File: src/hdl/oll_pkg.sv
// Shared types and constants for the object line loader.
// No dependencies; every other file in hdl/ refers to this package by scoped name.
`timescale 1ns / 1ps

package oll_pkg;

  localparam int MEM_SIZE_DEFAULT = 4096;
  localparam int MAX_BYTES        = 10;
  localparam int QUEUE_DEPTH      = 2;

  // item kinds on the input channel
  localparam logic [1:0] KIND_CHAR = 2'd0;
  localparam logic [1:0] KIND_EOL  = 2'd1;
  localparam logic [1:0] KIND_EOF  = 2'd2;

  // result kinds
  localparam logic [2:0] RES_BYTE      = 3'd0;
  localparam logic [2:0] RES_ACCEPT    = 3'd1;
  localparam logic [2:0] RES_REJECT    = 3'd2;
  localparam logic [2:0] RES_LOAD_OK   = 3'd3;
  localparam logic [2:0] RES_LOAD_FAIL = 3'd4;

  // column layout of a line
  localparam logic [4:0] COL_FIRST     = 5'd0;
  localparam logic [4:0] COL_X         = 5'd1;
  localparam logic [4:0] COL_ADDR_LAST = 5'd4;
  localparam logic [4:0] COL_COLON     = 5'd5;
  localparam logic [4:0] COL_GAP       = 5'd6;
  localparam logic [4:0] COL_DATA      = 5'd7;
  localparam logic [4:0] COL_BAR       = 5'd28;

  localparam logic [7:0] CH_BAR   = 8'h7C;
  localparam logic [7:0] CH_COLON = 8'h3A;
  localparam logic [7:0] CH_X     = 8'h78;
  localparam logic [7:0] CH_SPACE = 8'h20;
  localparam logic [7:0] CH_ZERO  = 8'h30;

  typedef struct packed {
    logic [1:0] kind;
    logic [7:0] char_code;
  } in_item_t;

  typedef struct packed {
    logic [2:0]  result_kind;
    logic [11:0] address;
    logic [7:0]  data_byte;
    logic [15:0] line_number;
    logic        last;
  } out_item_t;

  // one finished line (and/or end of file) handed from front to back
  typedef struct packed {
    logic [3:0]                  nbytes;
    logic [11:0]                 base;
    logic [MAX_BYTES-1:0][7:0]   bytes;
    logic                        line_res_en;
    logic [2:0]                  line_res;
    logic                        eof_res_en;
    logic [2:0]                  eof_res;
    logic [15:0]                 line_num;
    logic [15:0]                 eof_num;
  } job_t;

endpackage

File: src/hdl/oll_front.sv
// Front end: parses characters into line state and classifies each line end.
// Uses oll_pkg; pushes one job_t per file end, and per finished line while the load has not failed, into the queue.
`timescale 1ns / 1ps

module oll_front #(
  parameter int MEM_SIZE = oll_pkg::MEM_SIZE_DEFAULT
) (
  input  logic               clk,
  input  logic               rst_n,
  input  logic               in_valid,
  output logic               in_stall,
  input  oll_pkg::in_item_t  in_item,
  input  logic               q_full,
  output logic               q_push,
  output oll_pkg::job_t      q_job
);

  localparam logic [12:0] MEM_LIMIT = 13'(MEM_SIZE);

  function automatic logic [4:0] hex_decode(input logic [7:0] c);
    logic [4:0] r;
    r = '0;
    if (c inside {[8'h30:8'h39]})      r = {1'b1, 4'(c - 8'h30)};
    else if (c inside {[8'h61:8'h66]}) r = {1'b1, 4'(c - 8'h57)};
    else if (c inside {[8'h41:8'h46]}) r = {1'b1, 4'(c - 8'h37)};
    return r;
  endfunction

  logic [4:0]  column_r, column_nxt;
  logic        line_bad_r, line_bad_nxt;
  logic        has_address_r, has_address_nxt;
  logic        has_data_r, has_data_nxt;
  logic        data_ended_r, data_ended_nxt;
  logic [11:0] line_address_r, line_address_nxt;
  logic [4:0]  digit_count_r, digit_count_nxt;
  logic [3:0]  high_nibble_r, high_nibble_nxt;
  logic [12:0] next_address_r, next_address_nxt;
  logic        load_failed_r, load_failed_nxt;
  logic [15:0] line_count_r, line_count_nxt;
  logic [7:0]  byte_buffer_r [oll_pkg::MAX_BYTES];

  logic        buf_we;
  logic [3:0]  buf_idx;
  logic [7:0]  buf_val;

  logic        accept;
  logic [7:0]  ch;
  logic [4:0]  hex;
  logic [3:0]  nbytes;
  logic [12:0] line_end;
  logic        bad;
  logic [15:0] line_count_inc;

  assign in_stall = q_full;
  assign accept   = in_valid && !in_stall;
  assign ch       = in_item.char_code;
  assign hex      = hex_decode(ch);
  assign nbytes   = digit_count_r[4:1];
  assign line_end = {1'b0, line_address_r} + 13'(nbytes);
  assign line_count_inc = (line_count_r != 16'hFFFF) ? line_count_r + 16'd1 : line_count_r;

  always_comb begin
    bad = line_bad_r || (column_r <= oll_pkg::COL_BAR);
    if (!bad && has_data_r) begin
      if (digit_count_r[0] || (nbytes > 4'(oll_pkg::MAX_BYTES))) bad = 1'b1;
      else if ({1'b0, line_address_r} < next_address_r) bad = 1'b1;
      else if (line_end > MEM_LIMIT) bad = 1'b1;
    end
  end

  always_comb begin
    column_nxt       = column_r;
    line_bad_nxt     = line_bad_r;
    has_address_nxt  = has_address_r;
    has_data_nxt     = has_data_r;
    data_ended_nxt   = data_ended_r;
    line_address_nxt = line_address_r;
    digit_count_nxt  = digit_count_r;
    high_nibble_nxt  = high_nibble_r;
    next_address_nxt = next_address_r;
    load_failed_nxt  = load_failed_r;
    line_count_nxt   = line_count_r;
    buf_we  = 1'b0;
    buf_idx = digit_count_r[4:1];
    buf_val = {high_nibble_r, hex[3:0]};
    q_push  = 1'b0;
    q_job   = '0;
    q_job.base     = line_address_r;
    q_job.line_num = line_count_r;
    for (int i = 0; i < oll_pkg::MAX_BYTES; i++) q_job.bytes[i] = byte_buffer_r[i];

    if (accept) begin
      case (in_item.kind)
        oll_pkg::KIND_CHAR: begin
          if (!load_failed_r && column_r <= oll_pkg::COL_BAR) begin
            column_nxt = column_r + 5'd1;
            if (!line_bad_r) begin
              if (column_r == oll_pkg::COL_BAR) begin
                if (ch != oll_pkg::CH_BAR || (has_data_r && !data_ended_r)) line_bad_nxt = 1'b1;
              end else if (column_r == oll_pkg::COL_FIRST) begin
                if (ch == oll_pkg::CH_ZERO) has_address_nxt = 1'b1;
                else if (ch != oll_pkg::CH_SPACE) line_bad_nxt = 1'b1;
              end else if (!has_address_r) begin
                if (ch != oll_pkg::CH_SPACE) line_bad_nxt = 1'b1;
              end else if (column_r == oll_pkg::COL_X) begin
                if (ch != oll_pkg::CH_X) line_bad_nxt = 1'b1;
              end else if (column_r <= oll_pkg::COL_ADDR_LAST) begin
                if (!hex[4]) line_bad_nxt = 1'b1;
                else line_address_nxt = {line_address_r[7:0], hex[3:0]};
              end else if (column_r == oll_pkg::COL_COLON) begin
                if (ch != oll_pkg::CH_COLON) line_bad_nxt = 1'b1;
              end else if (column_r == oll_pkg::COL_GAP) begin
                if (ch != oll_pkg::CH_SPACE) line_bad_nxt = 1'b1;
              end else if (column_r == oll_pkg::COL_DATA && ch == oll_pkg::CH_SPACE) begin
                data_ended_nxt = 1'b1;
              end else begin
                if (column_r == oll_pkg::COL_DATA) has_data_nxt = 1'b1;
                if (data_ended_r) begin
                  if (ch != oll_pkg::CH_SPACE) line_bad_nxt = 1'b1;
                end else if (ch == oll_pkg::CH_SPACE) begin
                  data_ended_nxt = 1'b1;
                  if (digit_count_r[0]) line_bad_nxt = 1'b1;
                end else if (!hex[4]) begin
                  line_bad_nxt = 1'b1;
                end else begin
                  digit_count_nxt = digit_count_r + 5'd1;
                  if (!digit_count_r[0]) high_nibble_nxt = hex[3:0];
                  else if (digit_count_r[4:1] < 4'(oll_pkg::MAX_BYTES)) buf_we = 1'b1;
                end
              end
            end
          end
        end

        oll_pkg::KIND_EOL, oll_pkg::KIND_EOF: begin
          // line-level outcome, shared by end of line and a pending line at end of file
          if (!load_failed_r && (in_item.kind == oll_pkg::KIND_EOL ||
                                 column_r != oll_pkg::COL_FIRST)) begin
            if (bad) begin
              q_job.line_res_en = 1'b1;
              q_job.line_res    = oll_pkg::RES_REJECT;
              load_failed_nxt   = 1'b1;
            end else begin
              if (has_data_r) begin
                q_job.nbytes     = nbytes;
                next_address_nxt = line_end;
              end
              q_job.line_res_en = (in_item.kind == oll_pkg::KIND_EOL);
              q_job.line_res    = oll_pkg::RES_ACCEPT;
              line_count_nxt    = line_count_inc;
            end
          end
          if (in_item.kind == oll_pkg::KIND_EOL) begin
            q_push = !load_failed_r;
          end else begin
            q_push           = 1'b1;
            q_job.eof_res_en = 1'b1;
            q_job.eof_res    = load_failed_nxt ? oll_pkg::RES_LOAD_FAIL : oll_pkg::RES_LOAD_OK;
            q_job.eof_num    = line_count_nxt;
            next_address_nxt = '0;
            load_failed_nxt  = 1'b0;
            line_count_nxt   = 16'd1;
          end
          column_nxt       = '0;
          line_bad_nxt     = 1'b0;
          has_address_nxt  = 1'b0;
          has_data_nxt     = 1'b0;
          data_ended_nxt   = 1'b0;
          line_address_nxt = '0;
          digit_count_nxt  = '0;
          high_nibble_nxt  = '0;
        end

        default: begin
        end
      endcase
    end
  end

  always_ff @(posedge clk) begin
    if (!rst_n) begin
      column_r       <= '0;
      line_bad_r     <= 1'b0;
      has_address_r  <= 1'b0;
      has_data_r     <= 1'b0;
      data_ended_r   <= 1'b0;
      line_address_r <= '0;
      digit_count_r  <= '0;
      high_nibble_r  <= '0;
      next_address_r <= '0;
      load_failed_r  <= 1'b0;
      line_count_r   <= 16'd1;
    end else begin
      column_r       <= column_nxt;
      line_bad_r     <= line_bad_nxt;
      has_address_r  <= has_address_nxt;
      has_data_r     <= has_data_nxt;
      data_ended_r   <= data_ended_nxt;
      line_address_r <= line_address_nxt;
      digit_count_r  <= digit_count_nxt;
      high_nibble_r  <= high_nibble_nxt;
      next_address_r <= next_address_nxt;
      load_failed_r  <= load_failed_nxt;
      line_count_r   <= line_count_nxt;
    end
  end

  always_ff @(posedge clk) begin
    if (buf_we) byte_buffer_r[buf_idx] <= buf_val;
  end

endmodule

File: src/hdl/oll_queue.sv
// Short job queue between the front end and the result sequencer.
// Uses oll_pkg for job_t and the depth.
`timescale 1ns / 1ps

module oll_queue (
  input  logic          clk,
  input  logic          rst_n,
  input  logic          push,
  input  oll_pkg::job_t push_job,
  output logic          full,
  input  logic          pop,
  output logic          head_valid,
  output oll_pkg::job_t head_job
);

  localparam int DEPTH = oll_pkg::QUEUE_DEPTH;
  localparam int PTR_W = (DEPTH > 1) ? $clog2(DEPTH) : 1;
  localparam int CNT_W = $clog2(DEPTH + 1);
  localparam logic [PTR_W-1:0] PTR_LAST = PTR_W'(DEPTH - 1);
  localparam logic [CNT_W-1:0] CNT_FULL = CNT_W'(DEPTH);

  oll_pkg::job_t   slot_r [DEPTH];
  logic [PTR_W-1:0] wr_ptr_r, wr_ptr_nxt;
  logic [PTR_W-1:0] rd_ptr_r, rd_ptr_nxt;
  logic [CNT_W-1:0] count_r, count_nxt;
  logic             do_push, do_pop;

  assign full       = (count_r == CNT_FULL);
  assign head_valid = (count_r != '0);
  assign head_job   = slot_r[rd_ptr_r];
  assign do_push    = push && !full;
  assign do_pop     = pop && head_valid;

  always_comb begin
    wr_ptr_nxt = wr_ptr_r;
    rd_ptr_nxt = rd_ptr_r;
    count_nxt  = count_r;
    if (do_push) wr_ptr_nxt = (wr_ptr_r == PTR_LAST) ? '0 : wr_ptr_r + PTR_W'(1);
    if (do_pop)  rd_ptr_nxt = (rd_ptr_r == PTR_LAST) ? '0 : rd_ptr_r + PTR_W'(1);
    if (do_push && !do_pop)      count_nxt = count_r + CNT_W'(1);
    else if (do_pop && !do_push) count_nxt = count_r - CNT_W'(1);
  end

  always_ff @(posedge clk) begin
    if (!rst_n) begin
      wr_ptr_r <= '0;
      rd_ptr_r <= '0;
      count_r  <= '0;
    end else begin
      wr_ptr_r <= wr_ptr_nxt;
      rd_ptr_r <= rd_ptr_nxt;
      count_r  <= count_nxt;
    end
  end

  always_ff @(posedge clk) begin
    if (do_push) slot_r[wr_ptr_r] <= push_job;
  end

endmodule

File: src/hdl/oll_back.sv
// Back end: steps through the head job and emits its results one per cycle while out_stall is low.
// Uses oll_pkg; drives the registered output channel.
`timescale 1ns / 1ps

module oll_back (
  input  logic               clk,
  input  logic               rst_n,
  input  logic               head_valid,
  input  oll_pkg::job_t      head_job,
  output logic               pop,
  output logic               out_valid,
  input  logic               out_stall,
  output oll_pkg::out_item_t out_item
);

  logic [3:0]         step_r, step_nxt;
  logic               out_valid_r, out_valid_nxt;
  oll_pkg::out_item_t out_item_r, out_item_nxt;
  logic [3:0]         total;
  logic               emit;
  logic               is_last;

  assign out_valid = out_valid_r;
  assign out_item  = out_item_r;

  assign total   = head_job.nbytes + 4'(head_job.line_res_en) + 4'(head_job.eof_res_en);
  assign emit    = head_valid && (!out_valid_r || !out_stall);
  assign is_last = (step_r + 4'd1 == total);
  assign pop     = emit && is_last;

  always_comb begin
    step_nxt      = step_r;
    out_valid_nxt = out_valid_r && out_stall;
    out_item_nxt  = out_item_r;
    if (emit) begin
      out_valid_nxt = 1'b1;
      out_item_nxt  = '0;
      out_item_nxt.last = is_last;
      if (step_r < head_job.nbytes) begin
        out_item_nxt.result_kind = oll_pkg::RES_BYTE;
        out_item_nxt.address     = head_job.base + 12'(step_r);
        out_item_nxt.data_byte   = head_job.bytes[step_r];
        out_item_nxt.line_number = head_job.line_num;
      end else if (step_r == head_job.nbytes && head_job.line_res_en) begin
        out_item_nxt.result_kind = head_job.line_res;
        out_item_nxt.line_number = head_job.line_num;
      end else begin
        out_item_nxt.result_kind = head_job.eof_res;
        out_item_nxt.line_number = head_job.eof_num;
      end
      step_nxt = is_last ? 4'd0 : step_r + 4'd1;
    end
  end

  always_ff @(posedge clk) begin
    if (!rst_n) begin
      step_r      <= '0;
      out_valid_r <= 1'b0;
    end else begin
      step_r      <= step_nxt;
      out_valid_r <= out_valid_nxt;
    end
  end

  always_ff @(posedge clk) begin
    out_item_r <= out_item_nxt;
  end

endmodule

File: src/hdl/object_line_loader.sv
// Top level of the object line loader: front end, job queue, result sequencer.
// Depends on oll_pkg, oll_front, oll_queue and oll_back.
//
//   channel   ports                          payload
//   input     in_valid / in_stall / in_item   in_item_t  (kind, char_code)
//   output    out_valid / out_stall / out_item out_item_t (result_kind .. last)
//
// One input transaction per cycle while the queue has room.
// An end of file, or an end of line while the load has not failed, becomes a
// queued job; the sequencer emits its results at one per cycle while out_stall
// is low (byte count plus one, or two for a line rejected at end of file).
// in_stall rises only while the two-entry queue is full, and then holds every
// transaction, characters included. Reset is synchronous, with no clearing pass.
`timescale 1ns / 1ps

module object_line_loader #(
  parameter int MEM_SIZE = oll_pkg::MEM_SIZE_DEFAULT
) (
  input  logic               clk,
  input  logic               rst_n,
  input  logic               in_valid,
  output logic               in_stall,
  input  oll_pkg::in_item_t  in_item,
  output logic               out_valid,
  input  logic               out_stall,
  output oll_pkg::out_item_t out_item
);

  logic          q_full, q_push, q_pop, head_valid;
  oll_pkg::job_t q_job, head_job;

  oll_front #(
    .MEM_SIZE (MEM_SIZE)
  ) u_front (
    .clk      (clk),
    .rst_n    (rst_n),
    .in_valid (in_valid),
    .in_stall (in_stall),
    .in_item  (in_item),
    .q_full   (q_full),
    .q_push   (q_push),
    .q_job    (q_job)
  );

  oll_queue u_queue (
    .clk        (clk),
    .rst_n      (rst_n),
    .push       (q_push),
    .push_job   (q_job),
    .full       (q_full),
    .pop        (q_pop),
    .head_valid (head_valid),
    .head_job   (head_job)
  );

  oll_back u_back (
    .clk        (clk),
    .rst_n      (rst_n),
    .head_valid (head_valid),
    .head_job   (head_job),
    .pop        (q_pop),
    .out_valid  (out_valid),
    .out_stall  (out_stall),
    .out_item   (out_item)
  );

endmodule

File: config.mk
export PLATFORM = sky130hd
export DESIGN_NAME = object_line_loader
export DESIGN_NICKNAME = d
export VERILOG_FILES = /design/src/hdl/oll_pkg.sv /design/src/hdl/oll_front.sv /design/src/hdl/oll_queue.sv /design/src/hdl/oll_back.sv /design/src/hdl/object_line_loader.sv
export SDC_FILE = /design/constraint.sdc
export NUM_CORES = 1
export LEC_CHECK = 0
export BUFFER_PORTS_ARGS = -buffer_cell sky130_fd_sc_hd__buf_2
export CAP_MARGIN = 20
export CORE_MARGIN = 8
export CORE_UTILIZATION = 60
export DETAILED_ROUTE_END_ITERATION = 6
export PLACE_DENSITY = 0.81
export SLEW_MARGIN = 10
export SYNTH_ARGS = -nofsm -noshare
export SYNTH_HDL_FRONTEND = slang
export SYNTH_SLANG_ARGS = --single-unit
File: constraint.sdc
create_clock -name clk -period 20 [get_ports clk]
set_input_delay 4 -clock clk [delete_from_list [all_inputs] [get_ports clk]]
set_output_delay 4 -clock clk [all_outputs]
set_load 0.03 [all_outputs]
# == Word level (Yosys, flattened, before mapping) ==
# Memory sizes are Yosys's and may differ from the RTL's. A register that Yosys moved wholly into a read port is not among the register bits.
# Index checks and enable logic that the tools add are counted.
# totals
ff_bits,109
latchBits,0
mem_bits_rw,352
rom_bits,0
in_bits,14
out_inout_bits,42
memories,2
# classes
add_sub_neg,15
multipliers,0
n_div,0
magnitude_cmp,14
eq_ne,38
n_shift,0
n_mux,162
n_bitwise,0
n_reduce_logical,46
# mem_list
memory,depth,width,rd,rd_ports_with_merged_regs,write_ports,line_no,source
u_queue.slot_r,2,136,1,1,1,oll_queue.sv:22,oll_pkg::job_t slot_r [DEPTH];
u_front.byte_buffer_r,10,8,10,0,1,oll_front.sv:40,logic [7:0] byte_buffer_r [oll_pkg::MAX_BYTES];
# op_table
op,count
$mux W16,9
$mux W12,8
$mux W4,23
$mux W1,85
$mux W5,17
$mux W13,4
$bmux W8 S4,1
$ne A2 B2 Y1 const B,13
$mux W8,3
$pmux W12 S2,1
$pmux W5 S2,2
$logic_and A1 B1 Y1,17
$add A16 B1 Y16 const B,1
$eq A8 B6 Y1 const B,2
$ge A8 B7 Y1 const B,2
$le A8 B7 Y1 const B,2
$ne A16 B16 Y1 const B,1
$ne A2 B1 Y1 const B,8
$ne A8 B6 Y1 const B,2
$ne A8 B7 Y1 const B,2
$reduce_and A16 Y1,1
$eq A5 B3 Y1 const B,3
$reduce_and A15 Y1,1
$add A12 B4 Y13,1
other kinds (42),66

# == Depth between registers and ports, before layout ==
# Gate-level depths: netlist of run 1.
# logic_depth
depth_word,22
depth_mapped,18

# == Hierarchy ==
# From an unflattened synthesis of run 1, not the netlist that was laid out.
# unflattened
hier_cells,1329
hier_area_um2,20116.8
# by_module_without_submodules
mod,n_inst,cells_per_inst,area_per_inst_um2,seq_area_each_um2
oll_queue,1,448,10198.5,8267.9
oll_front,1,667,6966.7,3603.5
oll_back,1,214,2951.6,1301.2

# == Worst setup path before layout of run 1 ==
# Ideal clock, no wire load.
# synth_timing
path_type,input -> register
startpoint,input port in_item[9] (netlist bit)
endpoint,"memory u_queue.slot_r[0][0] (netlist bit), enable pin"
arrival_time_ps,10419
required_time_ps,19371
setup_slack_ps,8952
stages,7
path_buffers,0
cell_sequence,inv_1 -> ha_1 -> inv_1 -> mux2i_1 -> nor2_1 -> inv_1 -> nor2_1
# synth_between
elab_chain_len,7
elab_cells_between_ends,9
# synth_rtl
item,line_no,source
start: declaration,object_line_loader.sv:23,"input oll_pkg::in_item_t in_item,"
$eq A2 B1 Y1 or $eq A2 B2 Y1 (tied branches),"oll_front.sv:93, oll_front.sv:153",
$mux W1 or $reduce_or A2 Y1 (tied branches),"oll_front.sv:153, oll_front.sv:93",
$mux W1 (*),oll_front.sv:93,case (in_item.kind)
$mux W1 (*),oll_front.sv:92,if (accept) begin
$logic_and A1 B1 Y1 (*),oll_queue.sv:31,assign do_push = push && !full;
named net u_queue.do_push,oll_queue.sv:26,"logic do_push, do_pop;"
$mux W1 (*),oll_queue.sv:57,if (do_push) slot_r[wr_ptr_r] <= push_job;
$mux W1 (implied by the code) (*),oll_queue.sv:57,
end: declaration,oll_queue.sv:22,
# Mark *: on every way through the listed nets, which the timed path passes. The rest lies on a longest branch.

# == Worst setup path in the final report of run 1 ==
# layout_timing
startpoint,input port in_item[9] (netlist bit)
endpoint,"memory u_queue.slot_r[0][44] (netlist bit), enable pin"
# Same word-level chain as after synthesis.

==> run summary, run 1 <==
The global-route wire length before repair was 65380 um; the number of I/O port buffers was 55. Adding up every negative setup slack in the final design gives 0 ns. Count of different cell masters after synthesis: 81. The area used by multi-input combinational logic was 0.005858 mm2; the antenna violation net count after detailed routing was 0. The fill cell instance count of the final layout is 1995, and the number of global-route vias before repair is 11440.

Among cell families on the critical path, the largest total delay comes from buffers and inverters. For this design, the slowest cell found on the critical path is buf_4. The flow ran to the end, and the final reports show no timing, DRC or antenna violations. The number of buffer and inverter instances along the worst setup path was 6.

The net count of the finished layout is 1394. The post-synthesis async set-or-reset flop share is 0, and the netlist area before placement is 0.01933 mm2. The run gives 0 as the final hold violation count. Data arrives at the worst endpoint at 7.42 ns.

Most numerous cell in the Yosys netlist: edfxtp_1. Wires add up to 42390 um. Counting instances in the post-synthesis netlist gives the leading cell types as edfxtp_1, nor2_1, nand2_1, dfxtp_1, mux4_2. The logs give 65 for the floorplan row count and 0 for the total of max-cap violations. The wire-length estimate of the detail-placed layout is 25290 um. For the final database, setup skew stands at 0.01556 ns.

In the synthesized netlist the dominant register cell turns out to be edfxtp_1. Number of buffers added to fix hold violations after cts: 0. The share of layout cells above drive strength 1 was 0.1661. Category of the most critical setup path: input pin to flop. Relative slew slack: 0.2500. The min-delay analysis places its worst path in the category flop to flop. TritonCTS built the clock tree.

Largest area contributor in the synthesized netlist: edfxtp_1. For the worst IR drop on VDD, the log shows 70.44 uV. STA classifies the critical path endpoint as a flop.

The final weighted congestion in routability-driven placement is 0.9003. The share of the clock period used by the worst path after layout was 0.3628; the longest individual stage delay on the worst path was 0.83 ns. At the later pin of the worst-skew pair, clock insertion delay measures 0.55 ns. The detailed router finished its first iteration with 1675 violations.

The Yosys step of the flow raised 0 warnings. By area the synthesized netlist is led by edfxtp_1, mux4_2, dfxtp_1. The final routed DRC violation total came out at 0. In this run the worst path has a maximum fanout of 68. The flip-flop and latch count after synthesis is 458, and the final setup violation count is 0. The layout overhead on the synthesized area works out to 10.81%.

The vertical extent of the die is 195.5 um. The tools report the overall global routing resource usage as 0.2195. The leftover overflow at the end of global routing was 0. The detailed-route wire length per cell was 23.88 um; the placeable core region was 0.03164 mm2.

The die is 195.5 um wide. The run gives 0 as the max-slew violation total from the final report. Clock-pin slew reported for the worst setup and hold paths after clock tree synthesis: 0.06 ns. The run gives 83 as the maximum number of pins on one net before global-route repair.

Across the whole layout, storage elements account for 0.01306 mm2. In this design, the critical path's most frequently occurring cell is inv_1. STA classifies the critical path startpoint as an input pin. The number of antenna violations at the first check in global routing is 0. For this design the ratio of total power to cell area is 101.6 mW/mm2. The root buffer cell chosen for the clock tree is clkbuf_16.

The initial core utilization was 0.6111; the final instance area was 0.02142 mm2. The cell count after synthesis came out at 1283. Averaged over all synthesized cells, the footprint is 15.07 um2. The repair_antennas step left the layout with diodes totalling 0. Worst-case clock buffer depth: 3. During I/O placement, the number of pins put on the boundary was 56. The run gives 1340 as the net count after synthesis. The final worst-path setup slack came out at 12.74 ns. Derived from the worst setup path, the maximum achievable clock frequency is 137.8 MHz. The run gives 11430 as the via count. The tools report the number of H-tree branching levels as 2. Once the clock tree was built, the setup fixing pass inserted 0 buffers. Setup repair after global routing left no endpoint under its margin. The post-cts gate resize count is 0.

Yosys mapped a number of flops with a built-in enable equal to 388. The final critical-path required period works out to 7.256 ns. Traced cell by cell, the critical path runs through buf_2 > inv_1 > ha_1 > inv_1 > mux2i_1 > nor2_1 > inv_1 > nor2_4 > buf_4 > buf_4. The tools report the number of detailed-routing iterations run before antenna repair as 5.

For this design the static power due to leakage is 0.006745 uW. In the routed layout, each cell is associated on average with a via count of 6.439. At the placement stage, the worst setup path has a slack of 12.27 ns. Data on the critical path is required at its endpoint by 20.16 ns. The tools report the die area as 0.03822 mm2. The logs give 0.6751 for the fraction of the yosys area taken by sequential cells and 0.01995 mm2 for the post-placement cell area. Clock tree synthesis inserted a total of 44 buffers. Area share of the leading cell type in the synthesized netlist: 0.6026.

The slew at the pin closest to its max-slew limit was 1.125 ns; the number of clock sinks was 458.
per-stage QoR:
stage | hold slack [ns] | total power [uW] | util | std cells
final | 0.4427 | 2177 | 0.6772 | 1775
after global routing | 0.4532 | 2243 | 0.6772 | 1775
after CTS | 0.4392 | 2185 | 0.6768 | 1773
after detailed placement | 0.4306 | 1357 | 0.6306 | 1691
after global placement | 0.4225 | 1349 | 0.6305 | 1690
after floorplan | 0.4202 | 1291 | - | 1283
placed cells by master (no fill, tap or decap), types with 19 or more instances in the layout:
master	instances
ha_1	40
buf_2	58
dfxtp_1	68
a21oi_1	57
nand2_1	78
mux4_2	64
edfxtp_1	388
nor2_1	90
inv_1	45
clkbuf_16	47
mux2i_1	28
a31oi_1	19
nand3_1	25
o21ai_0	29
kinds of logic (layout without fill, tap and decap cells):
group / count (synthesis) / after routing / synth area share
buf+inv: 107 / 197 / 0.02317
compound gates: 200 / 200 / 0.06951
mux: 100 / 100 / 0.09371
fa+ha+maj: 43 / 43 / 0.02899
flops: 458 / 458 / 0.6751
simple gates: 337 / 337 / 0.09119
xor+xnor: 38 / 38 / 0.01831
power by group:
group	internal, uW	switching, uW	total [uW]	leakage [uW]
Combinational	83.3	159	242	0.00222
Sequential	1080	18.2	1100	0.00382
Clock	489	346	836	0.000710
Total	1650	523	2180	0.00674
registers in the layout, indices dropped and copies added, names as in the netlist, named ones only:
| register | cells |
|---|---|
| u_front.byte_buffer_r | 80 |
| u_front.column_r | 5 |
| u_queue.rd_ptr_r | 1 |
| u_front.digit_count_r | 5 |
| u_front.line_bad_r | 1 |
| u_queue.count_r | 2 |
| u_back.step_r | 4 |
| u_front.data_ended_r | 1 |
| u_front.high_nibble_r | 4 |
| u_front.has_data_r | 1 |
| u_front.line_address_r | 12 |
| u_queue.slot_r | 268 |
| u_back.out_valid | 1 |
| u_front.load_failed_r | 1 |
| u_back.out_item | 40 |
| u_front.next_address_r | 13 |
| u_front.has_address_r | 1 |
| u_front.line_count_r | 16 |
| u_queue.wr_ptr_r | 1 |
path summary, 6_finish.rpt:
kind / end / slack, ns / depth (start not counted) / startpoint
worst max register to register: u_queue.count_r[1] / 15.58 / 13 / flop
worst min-delay path: u_queue.slot_r[0][118] / 0.44 / 0 / u_front.byte_buffer_r[9][6]
worst max-delay path: u_queue.slot_r[0][44] / 12.74 / 10 / in_item[9]
worst min register to register: u_queue.slot_r[0][118] / 0.44 / 0 / u_front.byte_buffer_r[9][6]
per-layer routing:
| metal | global-route usage | part of all wire | vias up |
|---|---|---|---|
| li1 | - | - | 5107 |
| met1 | 0.3015 | 0.41 | 5598 |
| met2 | 0.3459 | 0.47 | 629 |
| met3 | 0.05141 | 0.097 | 95 |
| met4 | 0.06766 | 0.025 | 0 |
| met5 | 0 | 0 | - |
area by class of cell:
cell class | instances | area share
flip-flops and latches | 458 | 0.6095
multi-input cells | 718 | 0.2735
clock buffers | 67 | 0.06074
well taps | 402 | 0.02348
repair buffers | 68 | 0.01705
inverters | 47 | 0.008235
clock inverters | 15 | 0.007534
Note: power is estimated with default switching activity, not from simulation.
==> inputs of run 2 (changes only) <==
clock period = 7.1 ns   (was 20 ns; I/O delays follow)
==> run summary, run 2 (synthesis gave the netlist of run 1 again) <==
The flow ran to the end, and the final reports show no timing, DRC or antenna violations. In this run the worst hold path is classified as flop to flop. For the required time of the critical path, the log shows 7.29 ns (-12.87 ns).

The internal power component was 4551 uW (+180%); the initial detailed-routing violation count was 1272 (-24%). TritonCTS built the clock tree. For the global-route wire length before repair, the log shows 64740 um (-0.99%).

For the initial core utilization, the log shows 0.6111 (unchanged). The worst setup path is captured at a flop. The source-to-sink clock delay at the later pin of the worst-skew pair came out at 0.55 ns (about the same). The tools report the TritonCTS buffer count as 45 (+2.3%).

The share of total power in combinational logic was 0.113 (+0.002); the post-placement cell area was 0.01998 mm2 (+0.14%). Cell count of the worst reg-to-reg path: 11 (-2). The run gives 2 (unchanged) as the number of H-tree branching levels. Die boundary width: 195.5 um (unchanged).

The max-slew violation total from the final report is 0 (unchanged), and the leftover overflow at the end of global routing is 0 (unchanged). The most frequent standard cell in the layout excluding fill and tap cells was edfxtp_1. The worst-case clock buffer depth is 3 (unchanged). The tools report the final core utilization as 0.6755 (-0.001700).

The number of I/O port buffers is 55 (unchanged), and the per-cell via count in the routed design is 6.476 (+0.58%). For the final instance area, the log shows 0.02137 mm2 (-0.25%). The tools report the worst min-delay path startpoint as u_front.byte_buffer_r[5][6]. The clock share of power was 0.371 (-0.013). In this run the critical register-to-register path is captured at u_queue.slot_r[1][8].

The final hold violation count is 0 (unchanged). Register containing the most flip-flops in the final layout: u_queue.slot_r. The tools report the placeable core region as 0.03164 mm2 (unchanged).

The final-layout setup total negative slack is 0 ns (unchanged). The net switching power came out at 1464 uW (+180%). The logs give 11250 (-1.7%) for the number of global-route vias before repair and 0.2642 (+0.01426) for the relative slew slack.

CTS placed an instance of clkbuf_16 at the clock tree root. For the number of detailed-routing iterations run before antenna repair, the log shows 5 (unchanged). For the number of antenna violations at the first check in global routing, the log shows 0 (unchanged). The share of layout cells above drive strength 1 came out at 0.1640 (-0.002066). The final setup skew was 0.01250 ns (-0.003058 ns); the reg-to-reg setup timing slack was 2.86 ns (-12.72 ns). Die area: 0.03822 mm2 (unchanged).

The power density over the cells was 281.5 mW/mm2 (+180%). The maximum number of pins on one net before global-route repair is 77 (-7.2%), and the proportion of total power due to net switching is 0.2434 (+0.003090). The logs give 0 (unchanged) for the total of max-cap violations and 25550 um (+1.0%) for the detailed placement HPWL. For the final weighted congestion in routability-driven placement, the log shows 0.8961 (-0.47%). The logs give 0 (unchanged) for the final setup violation count and 0 (unchanged) for the post-cts gate resize count.

The logs give 0 (unchanged) for the antenna violation net count after detailed routing and 1395 (+0.072%) for the number of nets in the final layout. The arrival time of data at the critical path endpoint was 4.47 ns (-2.95 ns). The slew at the pin closest to its max-slew limit was 1.104 ns (-0.02138 ns). The worst hold endpoint is u_queue.slot_r[0][86]. The boundary pin count came out at 56 (unchanged).

After layout, the minimum clock period comes to 4.284 ns. In the layout the commonest cells are edfxtp_1, nor2_1, nand2_1. The critical path in this run is classified as input pin to flop. The maximum fanout count along the critical path was 76 (+12%); the final routed DRC violation total was 0 (unchanged). The hold path depth was 0 (unchanged); the worst IR drop on VDD was 166.4 uV (+140%). The floorplan row count was 65 (unchanged). The run gives 0.4393 ns (-0.003468 ns) as the worst hold margin. For the via count, the log shows 11490 (+0.52%). Setup repair after global routing left no endpoint under its margin. Static leakage: 0.006708 uW (-0.54%). The detailed-route wire length per cell was 23.66 um (-0.91%); the maximum operating frequency was 233.4 MHz. The overall global routing resource usage was 0.2176 (-0.001890). Share of the clock period used by the worst path after layout: 0.6034. The flip-flop count of the largest register after layout came out at 268 (unchanged). The vertical extent of the die was 195.5 um (unchanged); the clock-pin slew reported for the worst setup and hold paths after clock tree synthesis was 0.06 ns (about the same). For the number of buffers added to fix hold violations after cts, the log shows 0 (unchanged). The startpoint identified for the worst register-to-register timing path is u_front.digit_count_r[1]. The startpoint type of the worst setup path is an input pin.

The tools report the number of setup buffers added after CTS as 0 (unchanged). The area growth from synthesis to layout is 10.53%. The tools report the number of antenna repair diodes as 0 (unchanged). The logs give 0.516 (+0.011) for the portion of total power attributed to sequential cells and 458 (unchanged) for the number of clock sinks. The final wirelength was 41980 um (-0.96%); the final total power was 6015 uW (+180%).
-- run 2: cell type report --
cell class / count / area [um2]
clock buffer: 63 / 1255
clock inverter: 18 / 118.9
fill: 2013 / 10270
inverter: 47 / 176.4
multi-input combinational: 718 / 5863
sequential: 458 / 13060
tap: 402 / 503.0
timing repair buffer: 68 / 395.4
-- run 2: per-stage QoR --
step	cells	worst slack, ns
final	1774	2.816
after global routing	1774	2.594
after CTS	1772	2.684
after detailed placement	1691	2.242
after global placement	1691	2.427
after floorplan	1283	0.8936
-- run 2: metal layers --
layer  wire, um  up-vias  global-route usage
met5          0        -                   0
met1      16960     5649              0.2976
met3       3924       88             0.04213
li1           -     5112                   -
met2      19960      640              0.3493
met4       1140        0             0.07131
-- run 2: power by group through the flow --
stage	Sequential [uW]	Clock, uW	Combinational (uW)
floorplan	3250	0	385
global placement	3150	0	656
detailed placement	3160	0	673
CTS	3100	2250	684
global route	3110	2350	725
finish	3100	2230	682
-- run 2: critical path, stage by stage --
cell and delay (ns):
buf_2 0.11, inv_1 0.07, ha_1 0.59, inv_1 0.27
mux2i_1 0.17, nor2_1 0.26, and2_4 0.87, buf_4 0.57
-- run 2: how the worst max path moves through the flow --
stage / from / to / cells past startpoint
after CTS: in_item[0] / u_front.byte_buffer_r[0][4] / 9
after global routing: flop / u_back.out_item[32] / 11
after floorplan: in_item[9] / u_queue.slot_r[0][0] / 7
after global placement: in_item[9] / u_queue.slot_r[1][72] / 8
after detailed placement: in_item[0] / u_front.byte_buffer_r[0][4] / 9
final: in_item[9] / u_queue.slot_r[1][74] / 8
==> inputs of run 3 (changes only) <==
clock period = 4 ns   (was 7.1 ns; I/O delays follow)
==> run summary, run 3 (synthesis gave the netlist of run 1 again) <==
Clock tree synthesis selected as its root buffer the cell clkbuf_16. Share of layout cells above drive strength 1: 0.1860 (+0.02204). Setup repair after global routing left no endpoint under its margin. For the post-cts gate resize count, the log shows 0 (unchanged).

The portion of total power attributed to sequential cells was 0.504 (-0.012); the relative slew slack was 0.2404 (-0.02384). Startpoint type of the worst setup path: a flop. The flow ran to the end, and the final reports show no timing, DRC or antenna violations.

The tools report the floorplan row count as 65 (unchanged). The logs give 0.2239 (+0.006311) for the overall global routing resource usage and 0 (unchanged) for the number of antenna violations at the first check in global routing. The share of the clock period used by the worst path after layout came out at 0.9326. Among all stages on the critical path, the largest delay is contributed by or4_1. The die boundary width came out at 195.5 um (unchanged). In the layout the commonest cells are edfxtp_1, nor2_1, nand2_1. The slew at the pin closest to its max-slew limit was 1.124 ns (+0.01992 ns); the power density over the cells was 503.3 mW/mm2 (+79%). The maximum number of pins on one net before global-route repair was 55 (-29%). Number of setup buffers added after CTS: 0 (unchanged). The min-delay analysis places its worst path in the category flop to flop. TritonCTS built the clock tree. The number of antenna repair diodes is 0 (unchanged), and the via count is 11730 (+2.1%). For the source-to-sink clock delay at the later pin of the worst-skew pair, the log shows 0.59 ns (+0.04 ns). The worst setup path is of the flop to flop kind.

The final hold violation count is 0 (unchanged). The leftover overflow at the end of global routing is 0 (unchanged), and the hold path depth is 0 (unchanged). TritonCTS buffer count: 46 (+2.2%). Final setup violation count: 0 (unchanged). The register containing the most flip-flops in the final layout is u_queue.slot_r. The run gives 10950 uW (+82%) as the final total power. For the net switching power, the log shows 2720 uW (+86%).

For the finished layout, the period the worst path requires is 3.730 ns. The tools report the boundary pin count as 56 (unchanged). For the reg-to-reg setup timing slack, the log shows 0.27 ns (-2.59 ns).

The logs give 8233 uW (+81%) for the internal power component and 1422 (+1.9%) for the number of nets in the final layout. The final weighted congestion in routability-driven placement is 0.8680 (-3.1%). The area used by multi-input combinational logic was 0.005871 mm2 (+0.13%); the static leakage was 0.006917 uW (+3.1%).

The tools report the worst IR drop on VDD as 296.4 uV (+78%). The final-layout setup total negative slack is 0 ns (unchanged), and the number of clock sinks is 458 (unchanged). For the footprint of the flip-flops and latches, the log shows 0.01306 mm2 (unchanged). The worst setup path is captured at a flop. The number of global-route vias before repair is 11850 (+5.3%). The flip-flop count of the largest register after layout is 268 (unchanged). Worst-case clock buffer depth: 3 (unchanged). The logs give 0.04808 ns (+0.03558 ns) for the final setup skew and 4.35 ns (-2.94 ns) for the required time of the critical path. The share of total power in combinational logic was 0.109 (-0.004). The clock-pin slew reported for the worst setup and hold paths after clock tree synthesis was 0.06 ns (about the same). The number of detailed-routing iterations run before antenna repair is 6 (+1), and the max-slew violation total from the final report is 0 (unchanged). The detailed placement HPWL was 26540 um (+3.9%); the initial core utilization was 0.6111 (unchanged).

The placeable core region is 0.03164 mm2 (unchanged). Leaving out fill and tap cells, the most frequent cell in the layout is edfxtp_1. From synthesis to final layout, the design area changed by 12.56%. The cell count of the worst reg-to-reg path is 11 (unchanged), and the number of I/O port buffers is 55 (unchanged). The run gives 0.3928 ns (-1.849 ns) as the worst slack at placement. The longest individual stage delay on the worst path is 0.54 ns (-0.33 ns), and the antenna violation net count after detailed routing is 0 (unchanged). The per-cell via count in the routed design works out to 6.501 (+0.38%). Walking the worst path, the cells encountered are ha_1 > inv_1 > fa_1 > nand2b_1 > a211oi_1 > mux2i_1 > nand4_1 > o311a_1 > buf_4 > or4_1 > a21oi_1.

The logs give 268.1 MHz for the maximum operating frequency and 67230 um (+3.9%) for the global-route wire length before repair. The number of H-tree branching levels came out at 2 (unchanged). The tools report the arrival time of data at the critical path endpoint as 4.08 ns (-0.39 ns). The total of max-cap violations is 0 (unchanged), and the initial detailed-routing violation count is 1455 (+14%). Vertical extent of the die: 195.5 um (unchanged). The fill cell instance count of the final layout is 1952 (-3.0%), and the number of buffers added to fix hold violations after cts is 0 (unchanged). The final wirelength came out at 43280 um (+3.1%).

The maximum fanout count along the critical path works out to 46 (-39%). The die area was 0.03822 mm2 (unchanged). The final routed DRC violation total came out at 0 (unchanged). The detailed-route wire length per cell was 23.98 um (+1.3%); the final worst-path setup slack was 0.2695 ns (-2.546 ns).

The clock share of power was 0.386 (+0.015); the proportion of total power due to net switching was 0.2484 (+0.005002).
## run 3: cell types whose count changed in the layout (fill, tap and decap cells not counted), moves of 2 or more
cell       change
buf_12         +3
buf_4         +25
bufinv_16      +2
clkbuf_1       -6
clkinv_1       +2
clkinv_16      +3
clkinv_2       +4
## run 3: layout make-up
type / count / area share
tap: 402 / 0.02311
sequential: 458 / 0.6000
multi-input combinational: 718 / 0.2698
clock buffer: 56 / 0.05600
clock inverter: 30 / 0.01397
inverter: 47 / 0.008107
timing repair buffer: 94 / 0.02898
## run 3: critical path: cells and delay by family (launching register included)
kind / cells / cell delay, ns
buffers and inverters: 2 / 0.33
AO/OA/AOI/OAI: 3 / 0.94
multiplexers: 1 / 0.23
flip-flops: 1 / 0.45
adder cells (fa/ha/maj): 2 / 0.63
AND/OR/NAND/NOR: 3 / 0.91
## run 3: final timing paths
kind,from,end
worst max-delay path,u_front.line_address_r[0],u_queue.slot_r[0][8]
worst min register to register,u_front.byte_buffer_r[4][2],u_queue.slot_r[0][74]
worst min-delay path,u_front.byte_buffer_r[4][2],u_queue.slot_r[0][74]
worst max register to register,u_front.line_address_r[0],u_queue.slot_r[0][8]
## run 3: metal layers
metal / wire length (um) / GRT usage / share of wire / vias up
li1: - / - / - / 5162
met2: 20770 / 0.3643 / 0.48 / 677
met3: 4001 / 0.03645 / 0.092 / 99
met4: 1125 / 0.07075 / 0.026 / 0
met5: 0 / 0 / 0 / -
met1: 17380 / 0.3074 / 0.40 / 5796
## run 3: power groups by stage
stage / clock network [uW] / registers (uW) / logic (uW)
finish: 4230 / 5520 / 1200
global route: 4460 / 5540 / 1280
global placement: 0 / 5610 / 1160
floorplan: 0 / 5750 / 686
CTS: 4280 / 5530 / 1210
detailed placement: 0 / 5620 / 1190
## run 3: per-stage QoR
stage / area [um2] / std cells / hold WS, ns / utilization
3_3_place_gp: 20240 / 1719 / 0.4220 / 0.6397
5_1_grt: 21760 / 1805 / 0.4430 / 0.6878
2_1_floorplan: 19360 / 1283 / 0.4202 / -
3_5_place_dp: 20240 / 1719 / 0.4296 / 0.6397
6_report: 21760 / 1805 / 0.4400 / 0.6878
4_1_cts: 21760 / 1805 / 0.4353 / 0.6878
